--- config.mk ---
export PLATFORM = sky130hd
export DESIGN_NAME = log_message_scrubber
export DESIGN_NICKNAME = d
export VERILOG_FILES = /design/src/design/lms_pkg.sv /design/src/design/lms_front.sv /design/src/design/lms_queue.sv /design/src/design/lms_back.sv /design/src/design/log_message_scrubber.sv
export SDC_FILE = /design/constraint.sdc
export NUM_CORES = 1
export LEC_CHECK = 0
export ABC_AREA = 1
export BUFFER_PORTS_ARGS = -buffer_cell sky130_fd_sc_hd__buf_2
export CAP_MARGIN = 25
export CORE_ASPECT_RATIO = 1.75
export CORE_MARGIN = 5
export CORE_UTILIZATION = 34
export DETAILED_ROUTE_END_ITERATION = 8
export SLEW_MARGIN = 20
export SYNTH_ARGS = -nofsm -noshare
export SYNTH_HDL_FRONTEND = slang
export SYNTH_HIERARCHICAL = 1
export SYNTH_SLANG_ARGS = --single-unit
--- constraint.sdc ---
create_clock -name clk -period 9.55 [get_ports clk]
set_clock_uncertainty 0.1 [all_clocks]
set_input_delay 0.955 -clock clk [delete_from_list [all_inputs] [get_ports clk]]
set_output_delay 0.955 -clock clk [all_outputs]
set_load 0.005 [all_outputs]
--- src/design/lms_pkg.sv ---
package lms_pkg;

  // Default output budget line length
  localparam int LINE_MAX_DEF = 1024;

  // Entries in the queue between front and back
  localparam int QUEUE_DEPTH = 4;
  localparam int QPTR_W      = $clog2(QUEUE_DEPTH);

  // Parse phases
  localparam logic [1:0] PH_FIRST = 2'd0;
  localparam logic [1:0] PH_PRIO  = 2'd1;
  localparam logic [1:0] PH_BODY  = 2'd2;

  // Characters
  localparam logic [7:0] CH_NUL    = 8'h00;
  localparam logic [7:0] CH_NL     = 8'h0A;
  localparam logic [7:0] CH_SPACE  = 8'h20;
  localparam logic [7:0] CH_ZERO   = 8'h30;
  localparam logic [7:0] CH_NINE   = 8'h39;
  localparam logic [7:0] CH_LT     = 8'h3C;
  localparam logic [7:0] CH_GT     = 8'h3E;
  localparam logic [7:0] CH_CARET  = 8'h5E;
  localparam logic [7:0] CH_BSLASH = 8'h5C;
  localparam logic [7:0] CH_DEL    = 8'h7F;
  localparam logic [7:0] CTRL_BIT  = 8'h40;

  localparam logic [15:0] PRIO_MAX = 16'hFFFF;

  // Expansion of one input word: last is the index of the final byte
  typedef struct packed {
    logic [1:0]      last;
    logic [3:0][7:0] bytes;
  } lms_cmd_t;

  // Queue status seen by the front and back
  typedef struct packed {
    logic full;
    logic empty;
  } lms_qstat_t;

  // Rewrite one body byte into its printable form
  function automatic lms_cmd_t lms_expand(input logic [7:0] b);
    lms_cmd_t c;
    c.last  = 2'd0;
    c.bytes = '0;
    if (b == CH_NL) begin
      c.bytes[0] = CH_SPACE;
    end else if (b < CH_SPACE) begin
      c.last     = 2'd1;
      c.bytes[0] = CH_CARET;
      c.bytes[1] = b | CTRL_BIT;
    end else if (b == CH_DEL || (b & CH_DEL) < CH_SPACE) begin
      c.last     = 2'd3;
      c.bytes[0] = CH_BSLASH;
      c.bytes[1] = CH_ZERO | {6'd0, b[7:6]};
      c.bytes[2] = CH_ZERO | {5'd0, b[5:3]};
      c.bytes[3] = CH_ZERO | {5'd0, b[2:0]};
    end else begin
      c.bytes[0] = b;
    end
    return c;
  endfunction

endpackage

--- src/design/lms_front.sv ---
module lms_front import lms_pkg::*; #(
  parameter int LINE_MAX = LINE_MAX_DEF
) (
  input  logic       clk,
  input  logic       rst,
  input  logic       s_tvalid,
  output logic       s_tready,
  input  logic [7:0] s_tdata,   // [7:0] in_byte
  input  lms_qstat_t qstat,
  output logic       push,
  output lms_cmd_t   cmd
);

  localparam int CW = $clog2(2 * LINE_MAX);
  localparam logic [CW-1:0] BUDGET = CW'(2 * LINE_MAX - 4);

  logic [1:0]    phase, phase_next;
  logic [15:0]   prio, prio_next;
  logic [CW-1:0] count, count_next;

  logic          acc;
  logic          body;
  lms_cmd_t      body_cmd;
  logic [19:0]   prio_mul;
  logic [3:0]    digit;

  assign s_tready = !qstat.full;
  assign acc      = s_tvalid && s_tready;
  assign body_cmd = lms_expand(s_tdata);
  assign digit    = s_tdata[3:0];
  assign prio_mul = {1'b0, prio, 3'd0} + {3'd0, prio, 1'b0} + {16'd0, digit};

  // Classify the word and update the parse state
  always_comb begin
    phase_next = phase;
    prio_next  = prio;
    count_next = count;
    body       = 1'b0;
    push       = 1'b0;
    cmd        = body_cmd;
    if (acc) begin
      if (s_tdata == CH_NUL) begin
        push       = 1'b1;
        cmd.last   = 2'd2;
        cmd.bytes  = {CH_NUL, CH_NUL, prio[7:0], prio[15:8]};
        phase_next = PH_FIRST;
        prio_next  = '0;
        count_next = '0;
      end else begin
        case (phase)
          PH_FIRST: begin
            if (s_tdata == CH_LT) begin
              phase_next = PH_PRIO;
            end else begin
              phase_next = PH_BODY;
              body       = 1'b1;
            end
          end
          PH_PRIO: begin
            if (s_tdata >= CH_ZERO && s_tdata <= CH_NINE) begin
              prio_next = (prio_mul[19:16] != 4'd0) ? PRIO_MAX : prio_mul[15:0];
            end else begin
              phase_next = PH_BODY;
              body       = (s_tdata != CH_GT);
            end
          end
          default: begin
            body = 1'b1;
          end
        endcase
        // Drop body bytes once the budget is spent
        if (body && count < BUDGET) begin
          push       = 1'b1;
          count_next = count + CW'(body_cmd.last) + CW'(1);
        end
      end
    end
  end

  always_ff @(posedge clk) begin
    if (rst) begin
      phase <= PH_FIRST;
      prio  <= '0;
      count <= '0;
    end else begin
      phase <= phase_next;
      prio  <= prio_next;
      count <= count_next;
    end
  end

endmodule

--- src/design/lms_queue.sv ---
module lms_queue import lms_pkg::*; (
  input  logic       clk,
  input  logic       rst,
  input  logic       push,
  input  lms_cmd_t   wr_cmd,
  input  logic       pop,
  output lms_cmd_t   rd_cmd,
  output lms_qstat_t qstat
);

  lms_cmd_t            mem [QUEUE_DEPTH];
  logic [QPTR_W-1:0]   wr_ptr, rd_ptr;
  logic [QPTR_W:0]     fill;

  assign rd_cmd      = mem[rd_ptr];
  assign qstat.full  = (fill == (QPTR_W+1)'(QUEUE_DEPTH));
  assign qstat.empty = (fill == '0);

  // Store pushed entries
  always_ff @(posedge clk) begin
    if (push) begin
      mem[wr_ptr] <= wr_cmd;
    end
  end

  // Advance pointers and fill level
  always_ff @(posedge clk) begin
    if (rst) begin
      wr_ptr <= '0;
      rd_ptr <= '0;
      fill   <= '0;
    end else begin
      if (push) begin
        wr_ptr <= (wr_ptr == QPTR_W'(QUEUE_DEPTH - 1)) ? '0 : wr_ptr + QPTR_W'(1);
      end
      if (pop) begin
        rd_ptr <= (rd_ptr == QPTR_W'(QUEUE_DEPTH - 1)) ? '0 : rd_ptr + QPTR_W'(1);
      end
      if (push && !pop) begin
        fill <= fill + (QPTR_W+1)'(1);
      end else if (pop && !push) begin
        fill <= fill - (QPTR_W+1)'(1);
      end
    end
  end

endmodule

--- src/design/lms_back.sv ---
module lms_back import lms_pkg::*; (
  input  logic       clk,
  input  logic       rst,
  input  lms_qstat_t qstat,
  input  lms_cmd_t   rd_cmd,
  output logic       pop,
  output logic       m_tvalid,
  input  logic       m_tready,
  output logic [7:0] m_tdata    // [7:0] out_byte
);

  lms_cmd_t   cur;
  logic       cur_valid;
  logic [1:0] idx;
  logic       done;

  assign m_tvalid = cur_valid;
  assign m_tdata  = cur.bytes[idx];
  assign done     = m_tvalid && m_tready && (idx == cur.last);
  assign pop      = !qstat.empty && (!cur_valid || done);

  // Hold the current entry, step through its bytes
  always_ff @(posedge clk) begin
    if (rst) begin
      cur_valid <= 1'b0;
      idx       <= '0;
    end else if (pop) begin
      cur_valid <= 1'b1;
      idx       <= '0;
    end else if (done) begin
      cur_valid <= 1'b0;
      idx       <= '0;
    end else if (m_tvalid && m_tready) begin
      idx <= idx + 2'd1;
    end
  end

  always_ff @(posedge clk) begin
    if (pop) begin
      cur <= rd_cmd;
    end
  end

endmodule

--- src/design/log_message_scrubber.sv ---
// Throughput: one input word per cycle while the queue has room; one output word
// per cycle while m_tready is high; a word expands to zero to four output words,
// set by the byte expansion and stepped out by the back stage.
// Reset: synchronous rst clears parse state, priority, count, queue and output.
module log_message_scrubber import lms_pkg::*; #(
  parameter int LINE_MAX = LINE_MAX_DEF
) (
  input  logic       clk,
  input  logic       rst,
  input  logic       s_tvalid,
  output logic       s_tready,
  input  logic [7:0] s_tdata,   // [7:0] in_byte
  output logic       m_tvalid,
  input  logic       m_tready,
  output logic [7:0] m_tdata    // [7:0] out_byte
);

  lms_qstat_t qstat;
  lms_cmd_t   wr_cmd, rd_cmd;
  logic       push, pop;

  lms_front #(.LINE_MAX(LINE_MAX)) u_front (
    .clk      (clk),
    .rst      (rst),
    .s_tvalid (s_tvalid),
    .s_tready (s_tready),
    .s_tdata  (s_tdata),
    .qstat    (qstat),
    .push     (push),
    .cmd      (wr_cmd)
  );

  lms_queue u_queue (
    .clk    (clk),
    .rst    (rst),
    .push   (push),
    .wr_cmd (wr_cmd),
    .pop    (pop),
    .rd_cmd (rd_cmd),
    .qstat  (qstat)
  );

  lms_back u_back (
    .clk      (clk),
    .rst      (rst),
    .qstat    (qstat),
    .rd_cmd   (rd_cmd),
    .pop      (pop),
    .m_tvalid (m_tvalid),
    .m_tready (m_tready),
    .m_tdata  (m_tdata)
  );

endmodule

# Word level (Yosys, flattened, before mapping)
# Memory sizes are Yosys's and may differ from the RTL's. A register that Yosys moved wholly into a read port is not among the register bits.
# Index checks and enable logic that the tools add are counted.
# Widths: inputs -> output; s select.
# word_totals
regBits	39
latch_bits	0
mem_bits_rw	136
rom_bits	0
word_cells	100
n_memories	1
# classes
addsub	9
n_mul	0
n_div	0
n_lt_le_gt_ge	6
n_eq_ne	10
shift	0
muxes	37
bitwise	0
n_reduce_logical	29
# memory_table
name	words	word_bits	read_ports	rd_ports_with_merged_regs	write_ports	line	source
u_queue.mem	4	34	1	1	1	lms_queue.sv:11	lms_cmd_t mem [QUEUE_DEPTH];
# op_table
op	n
$mux 16	6
$mux 34	2
$mux 26	2
$mux 8	3
$mux 11	2
$add 19x17->20	1
$add 20x4->20	1
$bmux 8 s2	1
$mux 2	6
$add 11x1->11 const B	1
$add 11x2->11	1
$lt 11x11->1 const B	1
$mux 1	11
$reduce_bool 2->1	5
$eq 8x4->1 const B	1
$eq 8x6->1 const B	1
$eq 8x7->1 const B	1
$ge 8x6->1 const B	1
$le 8x6->1 const B	1
$logic_and 1x1->1	8
$logic_not 8->1	1
$lt 8x6->1 const B	1
$ne 8x6->1 const B	1
$lt 7x6->1 const B	1
21 further kinds	31

# Longest topological paths before layout
# Gate-level depths: netlist (run 1).
# logic_depth
word_depth	14
mapped_depth	19
mapped_depth_nobuf	18

# Hierarchy
# The synthesis (run 1) kept the hierarchy.
# modules_own_cells
mod	instances	cells_per_inst	area_per_inst_um2	seq_area_each_um2
lms_queue	1	388	5705.5	4264.1
lms_front	1	528	3345.7	580.6
lms_back	1	103	1430.1	1081.0

# Worst setup path before layout (run 1)
# Ideal clock, no wire load.
# synth_path
kind	input-to-reg
start	input port m_tready
end	register u_queue.fill[1]
setup_ns	0.116
arrival_time_ns	4.216
required_ns	9.334
setup_slack_ns	5.118
stages	10
path_cell_list	nand2_1 inv_1 nand3_2 a21oi_1 inv_1 ha_1 inv_1 fa_1 o21ai_0 nor2_1
# synth_via
elab_chain_cells	7
elab_cells_between_ends	9
# synth_lines
item	line	source
from (decl)	log_message_scrubber.sv:14	input logic m_tready,
$logic_and 1x1->1 * (2 in a row)	lms_back.sv:19	assign done = m_tvalid && m_tready && (idx == cur.last);
$logic_or 1x1->1 *	lms_back.sv:20	assign pop = !qstat.empty && (!cur_valid || done);
$logic_and 1x1->1 *	lms_back.sv:20	
via pop	log_message_scrubber.sv:20	logic push, pop;
$logic_not 1->1	lms_queue.sv:39	if (push && !pop) begin
$logic_and 1x1->1	lms_queue.sv:39	
$mux 3 or $reduce_bool 2->1 (tied branches)	-	
to (signal assigned)	lms_queue.sv:40	fill <= fill + (QPTR_W+1)'(1);
to (signal assigned)	lms_queue.sv:42	fill <= fill - (QPTR_W+1)'(1);
to (decl)	lms_queue.sv:13	logic [QPTR_W:0] fill;
# The timed path passes the listed nets; every way through them passes the cells marked *.
# A chain may end at the register's enable or synchronous reset.

# Worst setup path in the final report (run 1)
# layout_path
start	input port s_tdata[5]
end	register u_front.count[8]
# layout_via
elab_chain_cells	9
elab_cells_between_ends	26
# layout_lines
item	line	source
from (decl)	log_message_scrubber.sv:12	input logic [7:0] s_tdata,
$lt 7x6->1, or another cell as far along	lms_pkg.sv:53	end else if (b == CH_DEL || (b & CH_DEL) < CH_SPACE) begin
$logic_or 1x1->1 or $logic_and 1x1->1 (tied branches)	lms_pkg.sv:53, lms_front.sv:60	
$mux 26 or $mux 1 (tied branches)	lms_pkg.sv:53, lms_front.sv:60	
$mux 2 or $pmux 1 s2 (tied branches)	lms_pkg.sv:49, lms_front.sv:50	
$mux 26 or $mux 1 (tied branches)	lms_pkg.sv:47, lms_front.sv:42	
$add 11x2->11 or $mux 1 (tied branches)	lms_front.sv:74, lms_front.sv:41	
$add 11x1->11 or $logic_and 1x1->1 (tied branches)	lms_front.sv:74, lms_front.sv:72	
$mux 11 or $reduce_bool 2->1 (tied branches)	-	
$mux 11 or $reduce_and 2->1 (tied branches)	-	
to (signal assigned)	lms_front.sv:88	count <= count_next;
to (decl)	lms_front.sv:19	logic [CW-1:0] count, count_next;
# Several ways; a longest one is shown, not always the timed one. The select of a mux whose other input is x is not followed.

==> results of run 1 <==
==> final timing paths <==
| check | start | to | slack (ps) | cells after the start |
|---|---|---|---|---|
| max | s_tdata[5] | u_front/count[8]$_SDFFE_PP0P_ | 5860 | 15 |
| min | u_front/count[0]$_SDFFE_PP0P_ | u_front/count[0]$_SDFFE_PP0P_ | 380 | 2 |
| max reg2reg | u_front/prio[0]$_SDFFE_PP0P_ | u_front/prio[1]$_SDFFE_PP0P_ | 6280 | 15 |
| min reg2reg | u_front/count[0]$_SDFFE_PP0P_ | u_front/count[0]$_SDFFE_PP0P_ | 380 | 2 |
==> cells in the final DEF (no fill, tap or decap), drive strengths merged, types with 3 or more instances in the layout <==
cell	instances
edfxtp	170
o22ai	44
nand3	38
buf	28
nor3	17
nor2	137
ha	39
dfxtp	41
clkinv	3
a21oi	45
fa	4
inv	100
xnor2	8
xor2	7
nand2	203
clkbuf	27
o21ai	101
nand4	8
conb	6
==> flip-flops by register name, indices dropped and copies added (netlist names), named ones only <==
register,flops
u_back/cur,34
u_back/idx,2
u_back/m_tvalid,1
u_front/count,11
u_front/phase,2
u_front/prio,16
u_queue/fill,3
u_queue/mem,136
u_queue/rd_ptr,2
u_queue/wr_ptr,2
==> layer usage <==
layer  track usage [%]  share of wire, %
met3              1.36               2.9
met1              14.6                39
met4              4.84               2.9
met2              25.6                55
met5                 0                 0
==> cell type report <==
class	count	area [um^2]
clock buffer	27	547
clock inverter	7	87.6
fill	3056	19200
inverter	99	387
multi-input combinational	670	3840
sequential	211	5930
tap	391	489
timing repair buffer	28	158
==> stage by stage <==
step	instance area (um^2)	total power, mW	setup WS [ps]
final	11400	2.67	5860
after global routing	11400	2.82	5570
after CTS	11400	2.71	5960
after detailed placement	10800	1.93	5440
after global placement	10800	1.92	5510
after floorplan	10500	1.77	5120
==> logic make-up (layout without fill, tap and decap cells) <==
group                    count (synthesis)  after routing
AO/OA/AOI/OAI                          198            198
XOR/XNOR                                15             15
adder cells (fa/ha/maj)                 43             43
buffers and inverters                  143            161
flip-flops                             211            211
other                                    1              6
AND/OR/NAND/NOR                        408            408
==> worst max-delay path, stage by stage <==
cell and delay, ps:
buf_2 160, nand2_2 60, inv_2 80, nand3_2 80, nor3_1 490, nor2_1 240
or2_2 340, ha_1 230, fa_1 470, nor3_1 350, nand2_1 160, nor2_1 120
nor3_1 70, nand2_2 70, a21oi_2 50
==> report_power, final <==
part / total (mW) / switching [mW] / leakage [nW] / internal [mW]
Clock: 0.778 / 0.323 / 0.309 / 0.455
Sequential: 1.27 / 0.0635 / 1.91 / 1.21
Combinational: 0.626 / 0.434 / 2.23 / 0.192
==> flow_summary.ini, run 1 <==
[logic_synthesis]
ys_types = 45
yosysTopAreaCell = edfxtp_1
ys.warnings.count = 6
yosys.area.top_type_share_pct = 48.7
synthAdderAreaFrac_pct = 5.42
synthMuxAreaShare_pct = 0
synth_xor_area_share_pct = 1.25
synth_edf_count = 170
ys_seq_area_share_pct = 56.5
avgSynthCellArea_um2 = 10.3
synth-async-reset-ratio_pct = 0
synth_top_family_by_area = simple AND/OR/NAND/NOR gates
netlist_instances = 1019
synth-simple-area-share_pct = 17.4
netlist_top_cells_area = edfxtp_1 (49%), dfxtp_1 (7.8%), nand2_1 (6.4%)
synth_common_cells = nand2_1 (180), edfxtp_1 (170), nor2_1 (112)
synth.most_common_cell = nand2_1
synth-seq-cells = 211
synth-compound-area-share_pct = 12.2
syn_area_um2 = 10500
ys.flop_type = edfxtp_1

[routing]
routed_wl_mm = 23.5
drc = 0
vias = 7111
viasPerCell = 4.96
firstDrtPassIters = 5
wl_per_cell_um = 16.4
ant_nets = 0
drtIter0Drc = 325

[floorplan]
die_x_um = 143
die_h_um = 242
dieArea_um2 = 34600
core_area_um2 = 30600
rows = 85
num_io_pins = 22
start_util_pct = 34.2

[clock_tree]
clk_path_buf_depth = 3
cts_max_level = 1
cts_buffers = 19
clock-sinks = 211
cts_hold_buf = 0
path_clk_slew_ps = 60
cts_tree = built
clock_latency_ps = 490
root_buffer = clkbuf_16
cts_resized = 0
post_cts.repair.setup_buffers = 0

[finish]
final_cells = 1433
final_util_pct = 37.3
antennaDiodeCount = 0
nNetsFinal = 1084
drive_above_1_share_pct = 16.0
areaGrowthSynthToFinish_pct = 9.10

[timing]
whs_ps = 377
rsz0062_at_grt = false
fmax_ghz = 0.271
final_hold_viol_count = 0
worstMarginPinSlew_ps = 919
fin_crit_ps = 3690
tns_ps = 0
slew_headroom_pct = 38.3
drv_slew = 0
setup_viol_count_final = 0
period_share_pct = 38.6

[critical_path]
setup.worst_path.start_class = input pin
critical_path_required_ps = 9780
crit_fanout = 7
cp.arrival_ps = 3920
end_kind = flop
criticalPathCategory = input pin to flop

[power]
power.leakage_nw = 4.45
power.density_nw_per_um2 = 234
ir_drop_v = 0.000120

[global_routing]
grt_start_max_net_pins = 69
antenna_found_initial = 0
gr-usage-all-layers_pct = 13.3
overflow = 0
grt_pass1_wl_mm = 36.6
grt_pass1_vias = 6990

[placed_design]
gp_congestion = 0.856
numPortBuffers = 21
dpl.hpwl_mm = 16.0
dp.cells = 1399

[outcome]
outcome = finished clean

[min_path]
hold_path_class = flop to flop

[run]
cap_violations = 0
Note: power is estimated with default switching activity, not from simulation.
==> run 2, diff against run 1 <==
==> constraint.sdc (replaced) <==
create_clock -name clk -period 3.7 [get_ports clk]
set_clock_uncertainty 0.1 [all_clocks]
set_input_delay 0.37 -clock clk [delete_from_list [all_inputs] [get_ports clk]]
set_output_delay 0.37 -clock clk [all_outputs]
set_load 0.005 [all_outputs]
==> run 2 against run 1 <==
  * Die area unchanged
  * Combinational power grew to 2.6 times the previous value
  * Global-route usage is 0.084 points lower
  * Count of clock-buffer cells in the layout is 7 lower
  * Via count fell by 0.91%
  * Largest power group unchanged
  * Clock power up 130%
  * Critical endpoint unchanged
  * Utilization about the same
  * Hold slack got worse by 200 ps
  * Non-clock buffer count up 6
==> flow_summary.ini, run 2 (synthesis results as in run 1) <==
[routing]
routed_wl_mm = 23.1
drc = 0
firstDrtPassIters = 4
ant_nets = 0
viasPerCell = 4.90
wl_per_cell_um = 16.0
vias = 7046
drtIter0Drc = 454

[timing]
rsz0062_at_grt = false
period_share_pct = 80.4
fin_crit_ps = 2970
slew_headroom_pct = 43.8
worstMarginPinSlew_ps = 843
drv_slew = 0
final_hold_viol_count = 0
tns_ps = 0
fmax_ghz = 0.336
setup_viol_count_final = 0
whs_ps = 174

[critical_path]
critical_path_required_ps = 4000
criticalPathCategory = input pin to flop
reg2reg_slack_ps = 730
cp.arrival_ps = 3270
ff2ff_path_depth = 16
timing.rr.end = u_front/prio[5]$_SDFFE_PP0P_
crit_fanout = 6
rr_startpoint = u_front/prio[0]$_SDFFE_PP0P_
end_kind = flop
setup.worst_path.start_class = input pin

[clock_tree]
clock-sinks = 211
path_clk_slew_ps = 70
cts_hold_buf = 0
clock_latency_ps = 480
cts_max_level = 1
cts_resized = 0
root_buffer = clkbuf_16
clk_path_buf_depth = 3
cts_buffers = 19
post_cts.repair.setup_buffers = 0
cts_tree = built

[floorplan]
die_h_um = 242
dieArea_um2 = 34600
die_x_um = 143
rows = 85
core_area_um2 = 30600
num_io_pins = 22
start_util_pct = 34.2

[placed_design]
dpl.hpwl_mm = 15.5
numPortBuffers = 21
place_area_um2 = 10900
gp_congestion = 0.860
dp.cells = 1405

[finish]
mostFrequentLayoutCell = nand2_1
largest_registers = u_queue/mem: 136 flops, u_back/cur: 34 flops, u_front/prio: 16 flops
nNetsFinal = 1090
areaGrowthSynthToFinish_pct = 9.16
drive_above_1_share_pct = 16.4
largest_reg_flops = 136
antennaDiodeCount = 0
final_cell_mix = nand2_1 (180), edfxtp_1 (170), nor2_1 (112)
top_register = u_queue/mem
final_cells = 1437
design_area_um2 = 11400

[global_routing]
grt_pass1_wl_mm = 36.9
grt_pass1_vias = 6997
gr-usage-all-layers_pct = 13.2
grt_start_max_net_pins = 69
antenna_found_initial = 0
overflow = 0

[run]
cap_violations = 0

[power]
power.density_nw_per_um2 = 584
ir_drop_v = 0.000347
power.leakage_nw = 4.45
power.total_mw = 6.68

[min_path]
hold_start = m_tready
hold_path_class = input pin to flop
holdPathStages = 5
min_to = u_back/idx[0]$_SDFFE_PP0P_

[outcome]
outcome = finished clean
==> run 2: changes by cell type in the layout (fill, tap and decap cells not counted) <==
cell	before	now
nor2_2	24	23
clkinvlp_4	0	2
clkbuf_8	2	0
bufinv_16	2	0
nor2_1	111	112
buf_12	0	4
clkinv_1	1	3
clkbuf_16	20	19
clkbuf_1	5	1
clkinv_4	0	1
clkinv_2	2	4
buf_4	7	9
==> run 2: worst max-delay path by stage <==
stage                                 start                            end  slack, ps  cells after the start
6_report                         s_tdata[5]  u_front/count[8]$_SDFFE_PP0P_        730                     14
2_1_floorplan    u_back/idx[0]$_SDFFE_PP0P_   u_queue/fill[1]$_SDFFE_PP0P_        540                     10
3_5_place_dp                     s_tdata[5]  u_front/count[8]$_SDFFE_PP0P_        320                     14
4_1_cts        u_front/prio[0]$_SDFFE_PP0P_   u_front/prio[5]$_SDFFE_PP0P_        700                     16
5_1_grt        u_front/prio[0]$_SDFFE_PP0P_  u_front/prio[11]$_SDFFE_PP0P_        510                     16
3_3_place_gp                     s_tdata[5]  u_front/count[8]$_SDFFE_PP0P_        400                     14
==> run 2: layout make-up <==
class / instances / area [um^2]
fillers: 3077 / 19200
multi-input cells: 670 / 3840
clock inverters: 12 / 68.8
repair buffers: 34 / 253
clock buffers: 20 / 479
well taps: 391 / 489
inverters: 99 / 387
flip-flops and latches: 211 / 5930
==> run 2: through the flow <==
step / utilization (%) / worst slack [ps]
floorplan: - / 541
global placement: 35.6 / 397
detailed placement: 35.6 / 318
CTS: 37.4 / 704
global route: 37.4 / 512
finish: 37.4 / 727
==> run 2: where the power goes <==
group	switching (mW)	internal [mW]
registers	0.196	3.11
logic	1.09	0.520
clock network	0.820	0.945
total	2.10	4.58
==> run 2: critical path, stage by stage <==
cell and delay, ps:
buf_2 150, nand2_2 60, inv_2 70, nand3_2 80, nor3_1 500, nor2_1 120, or2_2 300, ha_1 220
fa_1 480, nor3_1 370, a31oi_1 130, nor3_1 210, nand2_2 80, a21oi_2 130
==> run 2: routing by layer <==
| metal | track usage (%) | vias to the layer above | part of all wire, % |
|---|---|---|---|
| li1 | - | 3508 | - |
| met1 | 14.8 | 3401 | 39 |
| met2 | 25.7 | 108 | 55 |
| met3 | 1.34 | 29 | 2.8 |
| met4 | 3.83 | 0 | 2.3 |
| met5 | 0 | - | 0 |
==> run 3, diff against run 2 <==
==> constraint.sdc (replaced) <==
create_clock -name clk -period 2.4 [get_ports clk]
set_clock_uncertainty 0.1 [all_clocks]
set_input_delay 0.24 -clock clk [delete_from_list [all_inputs] [get_ports clk]]
set_output_delay 0.24 -clock clk [all_outputs]
set_load 0.005 [all_outputs]
==> run 3 against run 2 <==
  * Sequential share of layout area decreased by 4.4 points
  * Flip-flop and latch count unchanged
  * Worst setup slack got worse by 910 ps
  * The run now ends with negative setup slack left
  * Design area increased by 9.5%
  * Wire length increased by 4.9%
  * Register-to-register slack got worse by 910 ps
  * Count of clock-buffer cells in the layout increased by 4
==> flow_summary.ini, run 3 (synthesis results as in run 1) <==
[clock_tree]
clock_latency_ps = 470
root_buffer = clkbuf_16
path_clk_slew_ps = 70
clock-sinks = 211
cts_max_level = 1
cts_tree = built
clk_path_buf_depth = 3
cts_buffers = 19

[routing]
wl_per_cell_um = 15.8
drc = 0
viasPerCell = 4.78
routed_wl_mm = 24.2
ant_nets = 0
drtIter0Drc = 436
vias = 7334
firstDrtPassIters = 4

[timing]
fmax_ghz = 0.387
final_hold_viol_count = 0
setup_viol_count_final = 16
fin_ws_ps = -184
worstMarginPinSlew_ps = 694
drv_slew = 0
rsz0062_at_grt = true
fin_crit_ps = 2580
slew_headroom_pct = 53.7
period_share_pct = 108
whs_ps = 30.1

[critical_path]
critical_path_required_ps = 2650
cp.arrival_ps = 2840
setup.worst_path.start_class = flop
crit_fanout = 8
criticalPathCategory = flop to flop
end_kind = flop

[floorplan]
dieArea_um2 = 34600
start_util_pct = 34.2
rows = 85
die_h_um = 242
core_area_um2 = 30600
die_x_um = 143
num_io_pins = 22

[run]
cap_violations = 0

[global_routing]
overflow = 0
antenna_found_initial = 0
grt_pass1_vias = 7400
grt_start_max_net_pins = 69
grt_pass1_wl_mm = 38.2
gr-usage-all-layers_pct = 13.7

[finish]
mostFrequentLayoutCell = nand2_1
fill_cells = 3003
areaGrowthSynthToFinish_pct = 19.5
nNetsFinal = 1187
drive_above_1_share_pct = 27.5
largest_registers = u_queue/mem: 136 flops, u_back/cur: 34 flops, u_front/prio: 16 flops
antennaDiodeCount = 0
top_register = u_queue/mem
final_cell_mix = nand2_1 (171), edfxtp_1 (170), nor2_1 (111)
largest_reg_flops = 136

[power]
power.total_mw = 10.6
power.leakage_nw = 5.03
power.density_nw_per_um2 = 845
ir_drop_v = 0.000670

[outcome]
outcome = finished with violations
violations = negative setup slack

[placed_design]
numPortBuffers = 21
gp_congestion = 0.802
dpl.hpwl_mm = 16.9

[min_path]
hold_path_class = input pin to flop
## run 3: cell count changes in the layout (fill, tap and decap cells not counted), moves of 6 or more
cell     previous run  this run
buf_4               9       101
nand2_1           180       171
nand2_2            21        27
nand3_2             4        16
inv_1              86        79
nand3_1            32        18
## run 3: report_power, final
part / leakage, nW / internal (mW) / switching [mW]
clock network: 0.277 / 1.60 / 1.25
logic: 2.84 / 0.934 / 1.81
registers: 1.92 / 4.80 / 0.197
## run 3: repair_timing
item                                    in CTS  in global routing
gates resized for setup                      6                 26
buffers inserted                             0                  3
pin swaps                                    0                  6
endpoints found under the hold margin        0                  0
hold buffers                                 0                  0
cloned                                       0                  2
endpoints found under the setup margin      16                 40
## run 3: metrics by stage
| step | TNS (ps) | instance area, um^2 | util (%) | setup slack [ps] | std cells |
|---|---|---|---|---|---|
| after floorplan | -1540 | 10700 | - | -148 | 1024 |
| after global placement | -4100 | 11800 | 38.4 | -234 | 1497 |
| after detailed placement | -4750 | 11800 | 38.4 | -255 | 1497 |
| after CTS | -2720 | 12400 | 40.3 | -185 | 1530 |
| after global routing | -4640 | 12500 | 40.9 | -313 | 1535 |
| final | -2580 | 12500 | 40.9 | -184 | 1535 |
## run 3: final timing paths
check                                  end  slack (ps)                          start  depth (start not counted)
min             u_back/idx[0]$_SDFFE_PP0P_          30                       m_tready                          5
min reg2reg  u_front/count[0]$_SDFFE_PP0P_         370  u_front/count[0]$_SDFFE_PP0P_                          2
max           u_front/prio[9]$_SDFFE_PP0P_        -180   u_front/prio[0]$_SDFFE_PP0P_                         16
max reg2reg   u_front/prio[9]$_SDFFE_PP0P_        -180   u_front/prio[0]$_SDFFE_PP0P_                         16
## run 3: layout make-up
type,count,area [um^2],share of cell area (%)
Sequential cell,211,5930,47.4
Multi-Input combinational cell,670,4080,32.5
Timing Repair Buffer,131,1040,8.34
Clock buffer,24,504,4.03
Tap cell,391,489,3.91
Inverter,99,407,3.25
Clock inverter,9,73.8,0.589
## run 3: worst max-delay path: stages (launching register included)
cell       delay, ps
dfxtp_2          330
fa_1             530
inv_1             60
fa_2             350
inv_2             60
nand2_2           50
nand2_4           70
nand3_2           60
nand2_2           80
nand2_2           70
nand3_2           90
nand2_2           70
nor2_4           150
clkbuf_16        190
nand3_1           70
nand2_1           70
a21oi_2           50
## run 3: metal layers
layer / vias to the layer above / global-route usage [%] / routed length (um)
met5: - / 0 / 0
met4: 0 / 3.39 / 481
met3: 23 / 1.28 / 580
met2: 94 / 27.4 / 13800
met1: 3505 / 15.0 / 9300
li1: 3712 / - / -
